**src/c_lex_pkg.sv**
```systemverilog
// ----------------------------------------------------------------------------
// C subset lexer package
// Request and result types, character codes, token kinds and lookup helpers.
// ----------------------------------------------------------------------------
package c_lex_pkg;

   localparam int CNT_W  = 20;
   localparam int OFF_W  = 24;
   localparam int VAL_W  = 64;
   localparam int KIND_W = 6;
   localparam int ERR_W  = 3;
   localparam int SLOTS  = 3;

   localparam logic [CNT_W-1:0] CNT_MAX = {CNT_W{1'b1}};

   // token kinds
   localparam logic [KIND_W-1:0] KIND_END      = 6'd0;
   localparam logic [KIND_W-1:0] KIND_INT      = 6'd1;
   localparam logic [KIND_W-1:0] KIND_STRING   = 6'd2;
   localparam logic [KIND_W-1:0] KIND_IDENT    = 6'd3;
   localparam logic [KIND_W-1:0] KIND_SINGLE   = 6'd4;
   localparam logic [KIND_W-1:0] KIND_EQ       = 6'd5;
   localparam logic [KIND_W-1:0] KIND_NE       = 6'd6;
   localparam logic [KIND_W-1:0] KIND_LE       = 6'd7;
   localparam logic [KIND_W-1:0] KIND_GE       = 6'd8;
   localparam logic [KIND_W-1:0] KIND_LAND     = 6'd9;
   localparam logic [KIND_W-1:0] KIND_LOR      = 6'd10;
   localparam logic [KIND_W-1:0] KIND_INC      = 6'd11;
   localparam logic [KIND_W-1:0] KIND_DEC      = 6'd12;
   localparam logic [KIND_W-1:0] KIND_ADD_EQ   = 6'd13;
   localparam logic [KIND_W-1:0] KIND_SUB_EQ   = 6'd14;
   localparam logic [KIND_W-1:0] KIND_MUL_EQ   = 6'd15;
   localparam logic [KIND_W-1:0] KIND_DIV_EQ   = 6'd16;
   localparam logic [KIND_W-1:0] KIND_ARROW    = 6'd17;
   localparam logic [KIND_W-1:0] KIND_KW_BASE  = 6'd18;

   // error codes
   localparam logic [ERR_W-1:0] ERR_NONE      = 3'd0;
   localparam logic [ERR_W-1:0] ERR_COMMENT   = 3'd1;
   localparam logic [ERR_W-1:0] ERR_CHAR      = 3'd2;
   localparam logic [ERR_W-1:0] ERR_STRING    = 3'd3;
   localparam logic [ERR_W-1:0] ERR_UNKNOWN   = 3'd4;

   // character codes
   localparam logic [7:0] CH_NL     = 8'h0a;
   localparam logic [7:0] CH_SPACE  = " ";
   localparam logic [7:0] CH_SLASH  = "/";
   localparam logic [7:0] CH_STAR   = "*";
   localparam logic [7:0] CH_EQUAL  = "=";
   localparam logic [7:0] CH_QUOTE  = "'";
   localparam logic [7:0] CH_DQUOTE = "\"";
   localparam logic [7:0] CH_BSLASH = "\\";
   localparam logic [7:0] CH_ZERO   = "0";

   localparam int NUM_KW = 18;

   // keywords, left aligned, first character in the top byte
   localparam logic [63:0] KW_TEXT [NUM_KW] = '{
      {"return", 16'h0}, {"for", 40'h0}, {"while", 24'h0}, {"if", 48'h0},
      {"else", 32'h0}, {"int", 40'h0}, {"void", 32'h0}, {"char", 32'h0},
      {"short", 24'h0}, {"long", 32'h0}, "unsigned", {"signed", 16'h0},
      {"break", 24'h0}, "continue", {"sizeof", 16'h0}, {"struct", 16'h0},
      {"union", 24'h0}, {"enum", 32'h0}
   };

   typedef struct packed {
      logic [7:0] in_byte;
      logic       is_last;
   } lex_req_type;

   typedef struct packed {
      logic [KIND_W-1:0] kind;
      logic [VAL_W-1:0]  value;
      logic [CNT_W-1:0]  line;
      logic [CNT_W-1:0]  column;
      logic [OFF_W-1:0]  start_offset;
      logic [OFF_W-1:0]  length;
      logic [ERR_W-1:0]  error_code;
      logic              last_of_run;
   } lex_rsp_type;

   // results of one byte, in order
   typedef struct packed {
      lex_rsp_type [SLOTS-1:0] item;
      logic [1:0]              count;
   } lex_batch_type;

   function automatic logic is_space(input logic [7:0] b);
      return (b == CH_SPACE) || (b >= 8'd9 && b <= 8'd13);
   endfunction

   function automatic logic is_digit(input logic [7:0] b);
      return (b >= "0") && (b <= "9");
   endfunction

   function automatic logic is_alpha(input logic [7:0] b);
      return (b >= "a" && b <= "z") || (b >= "A" && b <= "Z") || (b == "_");
   endfunction

   function automatic logic is_single(input logic [7:0] b);
      return b inside {"+", "-", "*", "/", "%", "(", ")", "=", ";", ",", "<", ">",
                       "{", "}", "&", "[", "]", "?", ":", ".", "!"};
   endfunction

   function automatic logic is_pair_first(input logic [7:0] b);
      return b inside {"=", "!", "<", ">", "&", "|", "+", "-", "*", "/"};
   endfunction

   // two-character operator kind, zero when the pair is not an operator
   function automatic logic [KIND_W-1:0] pair_kind(input logic [7:0] a,
                                                   input logic [7:0] b);
      logic [KIND_W-1:0] k;
      k = KIND_END;
      case ({a, b})
         "==":    k = KIND_EQ;
         "!=":    k = KIND_NE;
         "<=":    k = KIND_LE;
         ">=":    k = KIND_GE;
         "&&":    k = KIND_LAND;
         "||":    k = KIND_LOR;
         "++":    k = KIND_INC;
         "--":    k = KIND_DEC;
         "+=":    k = KIND_ADD_EQ;
         "-=":    k = KIND_SUB_EQ;
         "*=":    k = KIND_MUL_EQ;
         "/=":    k = KIND_DIV_EQ;
         "->":    k = KIND_ARROW;
         default: k = KIND_END;
      endcase
      return k;
   endfunction

   function automatic logic [7:0] escape_value(input logic [7:0] b);
      logic [7:0] v;
      case (b)
         "n":     v = 8'd10;
         "t":     v = 8'd9;
         "r":     v = 8'd13;
         "v":     v = 8'd11;
         "f":     v = 8'd12;
         "a":     v = 8'd7;
         "b":     v = 8'd8;
         default: v = b;
      endcase
      return v;
   endfunction

   // keyword kind for a left-aligned name head, identifier kind otherwise
   function automatic logic [KIND_W-1:0] keyword_kind(input logic [63:0] head);
      logic [KIND_W-1:0] k;
      k = KIND_IDENT;
      for (int i = 0; i < NUM_KW; i++) begin
         if (head == KW_TEXT[i]) begin
            k = KIND_KW_BASE + KIND_W'(i);
         end
      end
      return k;
   endfunction

endpackage

```
**src/c_subset_lexer.sv**
```systemverilog
// Flow: a request is registered in the input register, lexed once the result
//   buffer has room, and its results are then offered from the result buffer.
// Throughput: one byte per cycle while each byte gives at most one result and
//   rsp_stall is low; a byte with more results holds the input until only its last is left.
// Reset: synchronous, active high; clears the lexer to idle at line 1, column 1.
// ----------------------------------------------------------------------------
// C subset lexer
// Byte-serial lexer for a small C subset with line and column tracking.
// ----------------------------------------------------------------------------
module c_subset_lexer #(
   parameter int MAX_KEYWORD_CHARS = 8,
   parameter int POSITION_BITS     = 24
) (
   input  logic                   clock,
   input  logic                   reset,
   input  logic                   req_valid,
   output logic                   req_stall,
   input  c_lex_pkg::lex_req_type req_data,
   output logic                   rsp_valid,
   input  logic                   rsp_stall,
   output c_lex_pkg::lex_rsp_type rsp_data
);

   logic                     room;
   logic                     advance;
   c_lex_pkg::lex_req_type   held;
   c_lex_pkg::lex_batch_type batch;

   c_lex_inreg u_inreg (
      .clock     (clock),
      .reset     (reset),
      .req_valid (req_valid),
      .req_stall (req_stall),
      .req_data  (req_data),
      .room      (room),
      .advance   (advance),
      .held      (held)
   );

   c_lex_step #(
      .MAX_KEYWORD_CHARS (MAX_KEYWORD_CHARS),
      .POSITION_BITS     (POSITION_BITS)
   ) u_step (
      .clock   (clock),
      .reset   (reset),
      .advance (advance),
      .req     (held),
      .batch   (batch)
   );

   c_lex_outq u_outq (
      .clock     (clock),
      .reset     (reset),
      .load      (advance),
      .batch     (batch),
      .room      (room),
      .rsp_valid (rsp_valid),
      .rsp_stall (rsp_stall),
      .rsp_data  (rsp_data)
   );

`ifndef SYNTHESIS
   // a request only waits behind pending results
   a_stall_needs_rsp: assert property (@(posedge clock) disable iff (reset)
      req_stall |-> rsp_valid) else $error("stall without pending result");

   // results of one byte leave without a gap
   a_run_contiguous: assert property (@(posedge clock) disable iff (reset)
      (rsp_valid && !rsp_stall && !rsp_data.last_of_run) |=> rsp_valid)
      else $error("result run broken");

   // an end-of-text byte always produces results
   a_last_emits: assert property (@(posedge clock) disable iff (reset)
      (advance && held.is_last) |-> (batch.count != 2'd0))
      else $error("end of text without end token");
`endif

endmodule

```
**src/c_lex_step.sv**
```systemverilog
// ----------------------------------------------------------------------------
// C subset lexer step
// Lexer state registers and the per-byte next-state and token logic.
// ----------------------------------------------------------------------------
module c_lex_step #(
   parameter int MAX_KEYWORD_CHARS = 8,
   parameter int POSITION_BITS     = 24
) (
   input  logic                    clock,
   input  logic                    reset,
   input  logic                    advance,
   input  c_lex_pkg::lex_req_type  req,
   output c_lex_pkg::lex_batch_type batch
);

   localparam int P    = POSITION_BITS;
   localparam int KB_W = 8 * MAX_KEYWORD_CHARS;
   localparam int KL_W = $clog2(MAX_KEYWORD_CHARS + 2);
   localparam int CW   = c_lex_pkg::CNT_W;

   localparam logic [KL_W-1:0] KL_MAX  = KL_W'(MAX_KEYWORD_CHARS);
   localparam logic [KL_W-1:0] KL_OVER = KL_W'(MAX_KEYWORD_CHARS + 1);

   localparam logic [3:0] M_IDLE       = 4'd0;
   localparam logic [3:0] M_SLASH      = 4'd1;
   localparam logic [3:0] M_LINE_CMT   = 4'd2;
   localparam logic [3:0] M_BLOCK      = 4'd3;
   localparam logic [3:0] M_BLOCK_STAR = 4'd4;
   localparam logic [3:0] M_NUMBER     = 4'd5;
   localparam logic [3:0] M_IDENT      = 4'd6;
   localparam logic [3:0] M_CHAR_OPEN  = 4'd7;
   localparam logic [3:0] M_CHAR_ESC   = 4'd8;
   localparam logic [3:0] M_CHAR_CLOSE = 4'd9;
   localparam logic [3:0] M_STRING     = 4'd10;
   localparam logic [3:0] M_OPFIRST    = 4'd11;

   logic [3:0]      mode_ff, mode_in;
   logic [CW-1:0]   line_ff, line_in, col_ff, col_in;
   logic [CW-1:0]   tline_ff, tline_in, tcol_ff, tcol_in;
   logic [P-1:0]    off_ff, off_in, tstart_ff, tstart_in;
   logic [63:0]     acc_ff, acc_in;
   logic [7:0]      held_ff, held_in, prev_ff, prev_in;
   logic [KB_W-1:0] kbuf_ff, kbuf_in;
   logic [KL_W-1:0] klen_ff, klen_in;

   logic [7:0]      b;
   logic            go_idle;
   logic [CW-1:0]   end_line, end_col;
   logic [c_lex_pkg::KIND_W-1:0] id_kind;
   c_lex_pkg::lex_rsp_type [3:0] ev;
   logic [3:0]      ev_vld;
   logic [1:0]      n;

   function automatic c_lex_pkg::lex_rsp_type make_rsp(
      input logic [c_lex_pkg::KIND_W-1:0] kind,
      input logic [63:0]                  value,
      input logic [CW-1:0]                ln,
      input logic [CW-1:0]                cl,
      input logic [P-1:0]                 st,
      input logic [P-1:0]                 len,
      input logic [c_lex_pkg::ERR_W-1:0]  err);
      c_lex_pkg::lex_rsp_type r;
      r.kind         = kind;
      r.value        = value;
      r.line         = ln;
      r.column       = cl;
      r.start_offset = c_lex_pkg::OFF_W'(st);
      r.length       = c_lex_pkg::OFF_W'(len);
      r.error_code   = err;
      r.last_of_run  = 1'b0;
      return r;
   endfunction

   function automatic logic [CW-1:0] sat_inc(input logic [CW-1:0] v);
      return (v == c_lex_pkg::CNT_MAX) ? v : v + CW'(1);
   endfunction

   // keyword lookup on the stored name head; overlong names stay identifiers
   function automatic logic [c_lex_pkg::KIND_W-1:0] ident_kind(
      input logic [KB_W-1:0] kb, input logic [KL_W-1:0] kl);
      logic [KB_W-1:0] rest;
      rest = kb << 64;
      if (kl <= KL_MAX && rest == '0) begin
         return c_lex_pkg::keyword_kind(kb[KB_W-1 -: 64]);
      end
      return c_lex_pkg::KIND_IDENT;
   endfunction

   assign id_kind = ident_kind(kbuf_ff, klen_ff);

   // next state and tokens for one byte
   always_comb begin
      b         = req.in_byte;
      mode_in   = mode_ff;
      line_in   = line_ff;
      col_in    = col_ff;
      tline_in  = tline_ff;
      tcol_in   = tcol_ff;
      off_in    = off_ff;
      tstart_in = tstart_ff;
      acc_in    = acc_ff;
      held_in   = held_ff;
      prev_in   = prev_ff;
      kbuf_in   = kbuf_ff;
      klen_in   = klen_ff;
      go_idle   = 1'b0;
      ev        = '0;
      ev_vld    = '0;
      end_line  = '0;
      end_col   = '0;

      // continue the token in progress
      case (mode_ff)
         M_SLASH: begin
            if (b == c_lex_pkg::CH_SLASH) begin
               mode_in = M_LINE_CMT;
            end else if (b == c_lex_pkg::CH_STAR) begin
               mode_in = M_BLOCK;
            end else begin
               mode_in = M_IDLE;
               col_in  = sat_inc(col_in);
               ev_vld[0] = 1'b1;
               if (b == c_lex_pkg::CH_EQUAL) begin
                  col_in = sat_inc(col_in);
                  ev[0]  = make_rsp(c_lex_pkg::KIND_DIV_EQ, '0, tline_ff, tcol_ff,
                                    tstart_ff, '0, c_lex_pkg::ERR_NONE);
               end else begin
                  ev[0]   = make_rsp(c_lex_pkg::KIND_SINGLE, 64'(c_lex_pkg::CH_SLASH),
                                     tline_ff, tcol_ff, tstart_ff, '0,
                                     c_lex_pkg::ERR_NONE);
                  go_idle = 1'b1;
               end
            end
         end
         M_LINE_CMT: begin
            if (b == c_lex_pkg::CH_NL) begin
               mode_in = M_IDLE;
               go_idle = 1'b1;
            end
         end
         M_BLOCK: begin
            if (b == c_lex_pkg::CH_STAR) begin
               mode_in = M_BLOCK_STAR;
            end
         end
         M_BLOCK_STAR: begin
            if (b == c_lex_pkg::CH_SLASH) begin
               mode_in = M_IDLE;
            end else if (b != c_lex_pkg::CH_STAR) begin
               mode_in = M_BLOCK;
            end
         end
         M_NUMBER: begin
            if (c_lex_pkg::is_digit(b)) begin
               acc_in = (acc_ff << 3) + (acc_ff << 1) + 64'(b - c_lex_pkg::CH_ZERO);
               col_in = sat_inc(col_in);
            end else begin
               ev_vld[0] = 1'b1;
               ev[0]     = make_rsp(c_lex_pkg::KIND_INT, acc_ff, tline_ff, tcol_ff,
                                    tstart_ff, '0, c_lex_pkg::ERR_NONE);
               mode_in   = M_IDLE;
               go_idle   = 1'b1;
            end
         end
         M_IDENT: begin
            if (c_lex_pkg::is_alpha(b) || c_lex_pkg::is_digit(b)) begin
               if (klen_ff < KL_MAX) begin
                  for (int i = 0; i < MAX_KEYWORD_CHARS; i++) begin
                     if (klen_ff == KL_W'(i)) begin
                        kbuf_in[KB_W-1-8*i -: 8] = b;
                     end
                  end
                  klen_in = klen_ff + KL_W'(1);
               end else begin
                  klen_in = KL_OVER;
               end
               col_in = sat_inc(col_in);
            end else begin
               ev_vld[0] = 1'b1;
               ev[0]     = make_rsp(id_kind, '0, tline_ff, tcol_ff, tstart_ff,
                                    off_ff - tstart_ff, c_lex_pkg::ERR_NONE);
               mode_in   = M_IDLE;
               go_idle   = 1'b1;
            end
         end
         M_CHAR_OPEN: begin
            col_in = sat_inc(col_in);
            if (b == c_lex_pkg::CH_BSLASH) begin
               mode_in = M_CHAR_ESC;
            end else begin
               acc_in  = 64'(b);
               mode_in = M_CHAR_CLOSE;
            end
         end
         M_CHAR_ESC: begin
            col_in  = sat_inc(col_in);
            acc_in  = 64'(c_lex_pkg::escape_value(b));
            mode_in = M_CHAR_CLOSE;
         end
         M_CHAR_CLOSE: begin
            col_in    = sat_inc(col_in);
            ev_vld[0] = 1'b1;
            if (b == c_lex_pkg::CH_QUOTE) begin
               ev[0] = make_rsp(c_lex_pkg::KIND_INT, acc_ff, tline_ff, tcol_ff,
                                tstart_ff, '0, c_lex_pkg::ERR_NONE);
            end else begin
               ev[0] = make_rsp(c_lex_pkg::KIND_END, 64'(b), tline_ff, tcol_ff,
                                tstart_ff, '0, c_lex_pkg::ERR_CHAR);
            end
            mode_in = M_IDLE;
         end
         M_STRING: begin
            col_in = sat_inc(col_in);
            if (b == c_lex_pkg::CH_DQUOTE && prev_ff != c_lex_pkg::CH_BSLASH) begin
               ev_vld[0] = 1'b1;
               ev[0]     = make_rsp(c_lex_pkg::KIND_STRING, '0, tline_ff, tcol_ff,
                                    tstart_ff + P'(1), off_ff - tstart_ff - P'(1),
                                    c_lex_pkg::ERR_NONE);
               mode_in   = M_IDLE;
            end
         end
         M_OPFIRST: begin
            mode_in = M_IDLE;
            ev_vld[0] = 1'b1;
            if (c_lex_pkg::pair_kind(held_ff, b) != c_lex_pkg::KIND_END) begin
               col_in = sat_inc(col_in);
               ev[0]  = make_rsp(c_lex_pkg::pair_kind(held_ff, b), '0, tline_ff,
                                 tcol_ff, tstart_ff, '0, c_lex_pkg::ERR_NONE);
            end else begin
               if (c_lex_pkg::is_single(held_ff)) begin
                  ev[0] = make_rsp(c_lex_pkg::KIND_SINGLE, 64'(held_ff), tline_ff,
                                   tcol_ff, tstart_ff, '0, c_lex_pkg::ERR_NONE);
               end else begin
                  ev[0] = make_rsp(c_lex_pkg::KIND_END, 64'(held_ff), tline_ff,
                                   tcol_ff, tstart_ff, '0, c_lex_pkg::ERR_UNKNOWN);
               end
               go_idle = 1'b1;
            end
         end
         default: begin
            mode_in = M_IDLE;
            go_idle = 1'b1;
         end
      endcase

      // start a new token or skip whitespace
      if (go_idle) begin
         if (c_lex_pkg::is_space(b)) begin
            if (b == c_lex_pkg::CH_NL) begin
               line_in = sat_inc(line_in);
               col_in  = CW'(1);
            end else begin
               col_in = sat_inc(col_in);
            end
         end else begin
            tline_in  = line_in;
            tcol_in   = col_in;
            tstart_in = off_ff;
            if (b == c_lex_pkg::CH_SLASH) begin
               mode_in = M_SLASH;
            end else begin
               col_in = sat_inc(col_in);
               if (c_lex_pkg::is_digit(b)) begin
                  acc_in  = 64'(b - c_lex_pkg::CH_ZERO);
                  mode_in = M_NUMBER;
               end else if (b == c_lex_pkg::CH_QUOTE) begin
                  mode_in = M_CHAR_OPEN;
               end else if (b == c_lex_pkg::CH_DQUOTE) begin
                  mode_in = M_STRING;
               end else if (c_lex_pkg::is_alpha(b)) begin
                  kbuf_in                = '0;
                  kbuf_in[KB_W-1 -: 8]   = b;
                  klen_in                = KL_W'(1);
                  mode_in                = M_IDENT;
               end else if (c_lex_pkg::is_pair_first(b)) begin
                  held_in = b;
                  mode_in = M_OPFIRST;
               end else begin
                  ev_vld[1] = 1'b1;
                  if (c_lex_pkg::is_single(b)) begin
                     ev[1] = make_rsp(c_lex_pkg::KIND_SINGLE, 64'(b), tline_in,
                                      tcol_in, tstart_in, '0, c_lex_pkg::ERR_NONE);
                  end else begin
                     ev[1] = make_rsp(c_lex_pkg::KIND_END, 64'(b), tline_in,
                                      tcol_in, tstart_in, '0, c_lex_pkg::ERR_UNKNOWN);
                  end
               end
            end
         end
      end

      off_in  = off_in + P'(1);
      prev_in = b;

      // end of text: flush the pending token, add the end token, start over
      if (req.is_last) begin
         ev_vld[2] = 1'b1;
         case (mode_in)
            M_SLASH: begin
               col_in = sat_inc(col_in);
               ev[2]  = make_rsp(c_lex_pkg::KIND_SINGLE, 64'(c_lex_pkg::CH_SLASH),
                                 tline_in, tcol_in, tstart_in, '0, c_lex_pkg::ERR_NONE);
            end
            M_BLOCK, M_BLOCK_STAR: begin
               ev[2] = make_rsp(c_lex_pkg::KIND_END, '0, tline_in, tcol_in,
                                tstart_in, '0, c_lex_pkg::ERR_COMMENT);
            end
            M_NUMBER: begin
               ev[2] = make_rsp(c_lex_pkg::KIND_INT, acc_in, tline_in, tcol_in,
                                tstart_in, '0, c_lex_pkg::ERR_NONE);
            end
            M_IDENT: begin
               ev[2] = make_rsp(ident_kind(kbuf_in, klen_in), '0, tline_in, tcol_in,
                                tstart_in, off_in - tstart_in, c_lex_pkg::ERR_NONE);
            end
            M_CHAR_OPEN, M_CHAR_ESC, M_CHAR_CLOSE: begin
               ev[2] = make_rsp(c_lex_pkg::KIND_END, '0, tline_in, tcol_in,
                                tstart_in, '0, c_lex_pkg::ERR_CHAR);
            end
            M_STRING: begin
               ev[2] = make_rsp(c_lex_pkg::KIND_END, '0, tline_in, tcol_in,
                                tstart_in, '0, c_lex_pkg::ERR_STRING);
            end
            M_OPFIRST: begin
               if (c_lex_pkg::is_single(held_in)) begin
                  ev[2] = make_rsp(c_lex_pkg::KIND_SINGLE, 64'(held_in), tline_in,
                                   tcol_in, tstart_in, '0, c_lex_pkg::ERR_NONE);
               end else begin
                  ev[2] = make_rsp(c_lex_pkg::KIND_END, 64'(held_in), tline_in,
                                   tcol_in, tstart_in, '0, c_lex_pkg::ERR_UNKNOWN);
               end
            end
            default: begin
               ev_vld[2] = 1'b0;
            end
         endcase

         end_line = line_in;
         end_col  = col_in;
         if (b == c_lex_pkg::CH_NL) begin
            if (end_line != '0) begin
               end_line = end_line - CW'(1);
            end
            end_col = CW'(1);
         end
         ev_vld[3] = 1'b1;
         ev[3]     = make_rsp(c_lex_pkg::KIND_END, '0, end_line, end_col, off_in, '0,
                              c_lex_pkg::ERR_NONE);

         mode_in   = M_IDLE;
         line_in   = CW'(1);
         col_in    = CW'(1);
         tline_in  = '0;
         tcol_in   = '0;
         off_in    = '0;
         tstart_in = '0;
         acc_in    = '0;
         held_in   = '0;
         prev_in   = '0;
         kbuf_in   = '0;
         klen_in   = '0;
      end
   end

   // pack up to three results in order and mark the last one
   always_comb begin
      batch = '0;
      n     = 2'd0;
      for (int i = 0; i < 4; i++) begin
         if (ev_vld[i] && n != 2'd3) begin
            batch.item[n] = ev[i];
            n             = n + 2'd1;
         end
      end
      if (n != 2'd0) begin
         batch.item[n - 2'd1].last_of_run = 1'b1;
      end
      batch.count = n;
   end

   // advance the lexer state once per consumed byte
   always_ff @(posedge clock) begin
      if (reset) begin
         mode_ff   <= M_IDLE;
         line_ff   <= CW'(1);
         col_ff    <= CW'(1);
         tline_ff  <= '0;
         tcol_ff   <= '0;
         off_ff    <= '0;
         tstart_ff <= '0;
         acc_ff    <= '0;
         held_ff   <= '0;
         prev_ff   <= '0;
         kbuf_ff   <= '0;
         klen_ff   <= '0;
      end else if (advance) begin
         mode_ff   <= mode_in;
         line_ff   <= line_in;
         col_ff    <= col_in;
         tline_ff  <= tline_in;
         tcol_ff   <= tcol_in;
         off_ff    <= off_in;
         tstart_ff <= tstart_in;
         acc_ff    <= acc_in;
         held_ff   <= held_in;
         prev_ff   <= prev_in;
         kbuf_ff   <= kbuf_in;
         klen_ff   <= klen_in;
      end
   end

endmodule

```
**src/c_lex_outq.sv**
```systemverilog
// ----------------------------------------------------------------------------
// C subset lexer result buffer
// Holds the results of one byte and hands them out one per cycle while rsp_stall is low.
// ----------------------------------------------------------------------------
module c_lex_outq (
   input  logic                     clock,
   input  logic                     reset,
   input  logic                     load,
   input  c_lex_pkg::lex_batch_type batch,
   output logic                     room,
   output logic                     rsp_valid,
   input  logic                     rsp_stall,
   output c_lex_pkg::lex_rsp_type   rsp_data
);

   c_lex_pkg::lex_rsp_type [c_lex_pkg::SLOTS-1:0] slot_ff;
   logic [1:0] cnt_ff, cnt_in;
   logic [1:0] head_ff, head_in;
   logic       pop;

   assign rsp_valid = (cnt_ff != 2'd0);
   assign rsp_data  = slot_ff[head_ff];
   assign pop       = rsp_valid && !rsp_stall;
   // free once the last pending result leaves this cycle
   assign room      = (cnt_ff == 2'd0) || (cnt_ff == 2'd1 && pop);

   // advance the head on a pop, reload on a new batch
   always_comb begin
      cnt_in  = cnt_ff;
      head_in = head_ff;
      if (pop) begin
         cnt_in = cnt_ff - 2'd1;
         if (cnt_ff != 2'd1) begin
            head_in = head_ff + 2'd1;
         end
      end
      if (load) begin
         cnt_in  = batch.count;
         head_in = 2'd0;
      end
   end

   always_ff @(posedge clock) begin
      if (reset) begin
         cnt_ff  <= 2'd0;
         head_ff <= 2'd0;
      end else begin
         cnt_ff  <= cnt_in;
         head_ff <= head_in;
      end
   end

   // hold the result payload
   always_ff @(posedge clock) begin
      if (load) begin
         slot_ff <= batch.item;
      end
   end

endmodule

```
**src/c_lex_subset_top_placeholder.sv**
```systemverilog
// ----------------------------------------------------------------------------
// C subset lexer input register
// Holds one request until the result buffer can take its results.
// ----------------------------------------------------------------------------
module c_lex_inreg (
   input  logic                   clock,
   input  logic                   reset,
   input  logic                   req_valid,
   output logic                   req_stall,
   input  c_lex_pkg::lex_req_type req_data,
   input  logic                   room,
   output logic                   advance,
   output c_lex_pkg::lex_req_type held
);

   logic                   vld_ff, vld_in;
   c_lex_pkg::lex_req_type req_ff;
   logic                   take;

   assign advance   = vld_ff && room;
   assign req_stall = vld_ff && !room;
   assign take      = req_valid && !req_stall;
   assign held      = req_ff;

   always_comb begin
      vld_in = vld_ff;
      if (take) begin
         vld_in = 1'b1;
      end else if (advance) begin
         vld_in = 1'b0;
      end
   end

   always_ff @(posedge clock) begin
      if (reset) begin
         vld_ff <= 1'b0;
      end else begin
         vld_ff <= vld_in;
      end
   end

   // hold the request payload
   always_ff @(posedge clock) begin
      if (take) begin
         req_ff <= req_data;
      end
   end

endmodule
```
**config.mk**
```make
export PLATFORM = sky130hd
export DESIGN_NAME = c_subset_lexer
export DESIGN_NICKNAME = d
export VERILOG_FILES = /design/src/c_lex_pkg.sv /design/src/c_subset_lexer.sv /design/src/c_lex_step.sv /design/src/c_lex_outq.sv /design/src/c_lex_subset_top_placeholder.sv
export SDC_FILE = /design/constraint.sdc
export NUM_CORES = 2
export LEC_CHECK = 0
export ABC_AREA = 1
export CORE_UTILIZATION = 50
export DETAILED_ROUTE_END_ITERATION = 10
export DONT_BUFFER_PORTS = 1
export GPL_ROUTABILITY_DRIVEN = 0
export PLACE_DENSITY = 0.69
export SLEW_MARGIN = 20
export SYNTH_ARGS = -nofsm -noshare
export SYNTH_HDL_FRONTEND = slang
export SYNTH_HIERARCHICAL = 1
export SYNTH_SLANG_ARGS = --single-unit
```
**constraint.sdc**
```tcl
create_clock -name clock -period 14.7 [get_ports clock]
set_input_delay 0.735 -clock clock [delete_from_list [all_inputs] [get_ports clock]]
set_output_delay 0.735 -clock clock [all_outputs]
set_load 0.01 [all_outputs]
```
==> run_results.csv <==
group,metric,value,unit
global_routing,top_usage_layer,"met2",
clock_network,hold_buffers,0,
worst_setup_path,slowest_stage,"inv_2",
min_path,hold_start,"reset",
global_routing,grt_pass1_vias,54190,
logic_synthesis,ys_seq_area_frac,0.3503,
clock_network,cts_resized,0,
clock_network,cts_root_buffer,"clkbuf_16",
logic_synthesis,syn_inst,8479,
logic_synthesis,synth.top_cell.area_share,0.2531,
power,vdd_ir_drop_max,0.1887,mV
floorplanning,ios,177,
worst_setup_path,startpoint,"u_inreg/held[5]$_DFFE_PP_",
floorplanning,design.core.area,0.1164,mm2
logic_synthesis,yosysWarningCount,6,
logic_synthesis,syn_area_per_cell,6.926,um2
finish,final_common_cell,"nand2_1",
detailed_routing,vias,60110,
floorplanning,rows,125,
timing,fin_skew,31.28,ps
timing,fin_setup_tns,0,ps
worst_setup_path,crit_path_max_fanout,53,
finish,layout-drive-gt1-share,0.06095,
placed_design,place_area,0.05922,mm2
detailed_routing,drt-pass1-iter-count,8,
timing,final.period_utilization,0.7130,
flow_run,drv_cap,0,
global_routing,grt_pass1_wl,313.9,mm
clock_network,clk_pin_slew,60,ps
power,pwr-share-seq,0.357,
worst_setup_path,crit_type,"flip-flop to flip-flop",
placed_design,hpwl,143.4,mm
power,p_sw_frac,0.4080,
floorplanning,start_util,0.5047,
detailed_routing,wl_per_cell,21.14,um
timing,setup_slack,4219,ps
logic_synthesis,yosys.area.top_type,"edfxtp_1",
detailed_routing,drt-vias-per-instance,6.135,
logic_synthesis,synth_nets,8692,
worst_setup_path,path_depth,33,
global_routing,antenna_found_initial,7,
power,p_int,4.601,mW
global_routing,grt_use_met2,0.5207,
detailed_routing,drc_errors,0,
timing,final-setup-viol-count,0,
timing,tightest_slew,1165,ps
worst_setup_path,worstReg2RegStart,"u_inreg/held[5]$_DFFE_PP_",
timing,fmax,95.41,MHz
worst_setup_path,worstPathRequired,15080,ps
worst_setup_path,cp-start-kind,"flip-flop",
run_status,outcome,"finished clean",
logic_synthesis,syn_area,0.05872,mm2
timing,hold_viol,0,
worst_setup_path,slowest_delay,730,ps
finish,utilization,0.5339,
clock_network,numCtsBuffers,88,
clock_network,clockBufferDepth,3,
power,power-per-cell-area,125.1,mW/mm2
worst_setup_path,path_buf_inv,13,
detailed_routing,routed_wl,207.1,mm
clock_network,cts_setup_buffers,0,
logic_synthesis,ys_types,79,
clock_network,htreeDepth,3,
finish,mostFrequentLayoutCells,"1,921 x nand2_1, 1,051 x inv_1, 873 x nor2_1",
global_routing,grt_start_max_net_pins,282,
clock_network,cts.sinks,780,
min_path,whs_path_depth,1,
power,p_comb_frac,0.354,
worst_setup_path,r2r_cells,33,
floorplanning,fp.dieW,344.7,um
clock_network,clock_latency,690,ps
logic_synthesis,synth_edf_count,495,
detailed_routing,drtAntennaViolNets,0,
timing,slew_viol_final,0,
power,power_switching,3.171,mW
global_routing,met1_usage,0.4524,
finish,syn2layout_area_growth,5.802,%
power,clock_power_share,0.290,
floorplanning,die-area,0.1188,mm2
floorplanning,die_h,344.7,um
detailed_routing,drt-initial-drc-count,8505,
logic_synthesis,synth_flop_cell,"edfxtp_1",
worst_setup_path,worst_setup_path_end_kind,"flip-flop",
finish,final_area,0.06213,mm2
min_path,min_path_type,"primary input to flip-flop",
finish,final_nets,8407,
global_routing,grt_usage,0.3355,
timing,slew-limit-headroom,0.2149,
timing,rsz0062_at_grt,"no",
worst_setup_path,crit_family,"buffers and inverters",
placed_design,io_buffers,0,
worst_setup_path,arrival,10860,ps
worst_setup_path,crit_top_cell,"inv_2",
timing,min_period,10480,ps
placed_design,pre_cts_slack,4571,ps
logic_synthesis,ys_async_sr_fraction,0,
power,power_leakage,23.81,nW
global_routing,gr-total-overflow,0,
clock_network,cts_tree,"done",
global_routing,grt_use_met3,0.07003,
logic_synthesis,synth.area.top_cells,"edfxtp_1 25%, nand2_1 12%, dfxtp_1 9.7%, inv_1 6.8%, o21ai_0 5.6%",
logic_synthesis,ys_ff_latch,780,
through the flow:
stage | hold WS, ps | power [mW] | instances
2_1_floorplan | 445.3 | 4.814 | 8479
4_1_cts | 99.72 | 7.733 | 9793
6_report | 125.1 | 7.772 | 9797
5_1_grt | 107.3 | 8.115 | 9796
3_3_place_gp | 452.6 | 5.444 | 9628
3_5_place_dp | 457.7 | 5.492 | 9628
cells in the mapped netlist (63+ instances only):
library cell     n
buf_2           84
o21ai_1        223
a21oi_1        542
o21ai_0        661
o22ai_1        195
nand4_1        110
nand2_1       1924
nor3_1         110
edfxtp_1       495
nand3_1        553
nor2_1         880
clkbuf_1       271
inv_1         1058
xor2_1         111
fa_1            63
dfxtp_1        285
nor4_1          66
ha_1           137
cells by family (layout without fill, tap and decap cells):
kind of cell,Yosys count,in the layout,share of synthesized area
other cells,0,4,0
buf+inv,1543,1333,0.1049
xor+xnor,137,137,0.02043
fa+ha+maj,200,200,0.05067
mux,2,2,0.0003409
flops,780,780,0.3503
simple gates,3891,3891,0.2885
compound gates,1926,1926,0.1849
power groups by stage:
stage          logic (mW)  clock network, mW  registers, mW
5_1_grt              2.96               2.36           2.80
3_3_place_gp         2.64                  0           2.81
4_1_cts              2.69               2.28           2.77
2_1_floorplan        1.94                  0           2.87
6_report             2.75               2.25           2.77
3_5_place_dp         2.68                  0           2.82
cell type report:
cell class                      instances  area [um2]
Fill cell                           11180       54230
Multi-Input combinational cell       6156       32080
Sequential cell                       780       20580
Inverter                             1104        4164
Clock buffer                          110        2335
Tap cell                             1524        1907
Clock inverter                         55       553.0
Timing Repair Buffer                   64       505.5
Antenna cell                            4       10.01
worst paths after layout:
path                                                       end  slack [ps]
worst max-delay path             u_outq/slot_ff[108]$_DFFE_PP_        4220
worst min register to register  u_step/tcol_ff[9]$_SDFFE_PP0P_         470
worst max register to register   u_outq/slot_ff[108]$_DFFE_PP_        4220
worst min-delay path               u_inreg/vld_ff$_SDFFE_PP0P_         130
sequential cells by signal, indices dropped and copies added (netlist names):
register	flops
u_inreg/held	9
u_inreg/vld_ff	1
u_outq/cnt_ff	2
u_outq/head_ff	2
u_outq/slot_ff	486
u_step/acc_ff	64
u_step/col_ff	20
u_step/held_ff	8
u_step/kbuf_ff	64
u_step/klen_ff	4
u_step/line_ff	20
u_step/mode_ff	4
u_step/off_ff	24
u_step/prev_ff	8
u_step/tcol_ff	20
u_step/tline_ff	20
u_step/tstart_ff	24
routing by layer:
metal	share of wire	vias up	wire (um)
met5	0.000072	-	15
met3	0.12	682	25480
li1	-	27860	-
met2	0.44	3736	90420
met4	0.045	2	9400
met1	0.39	27830	81750
No activity file was read; power rests on OpenSTA's default activity.
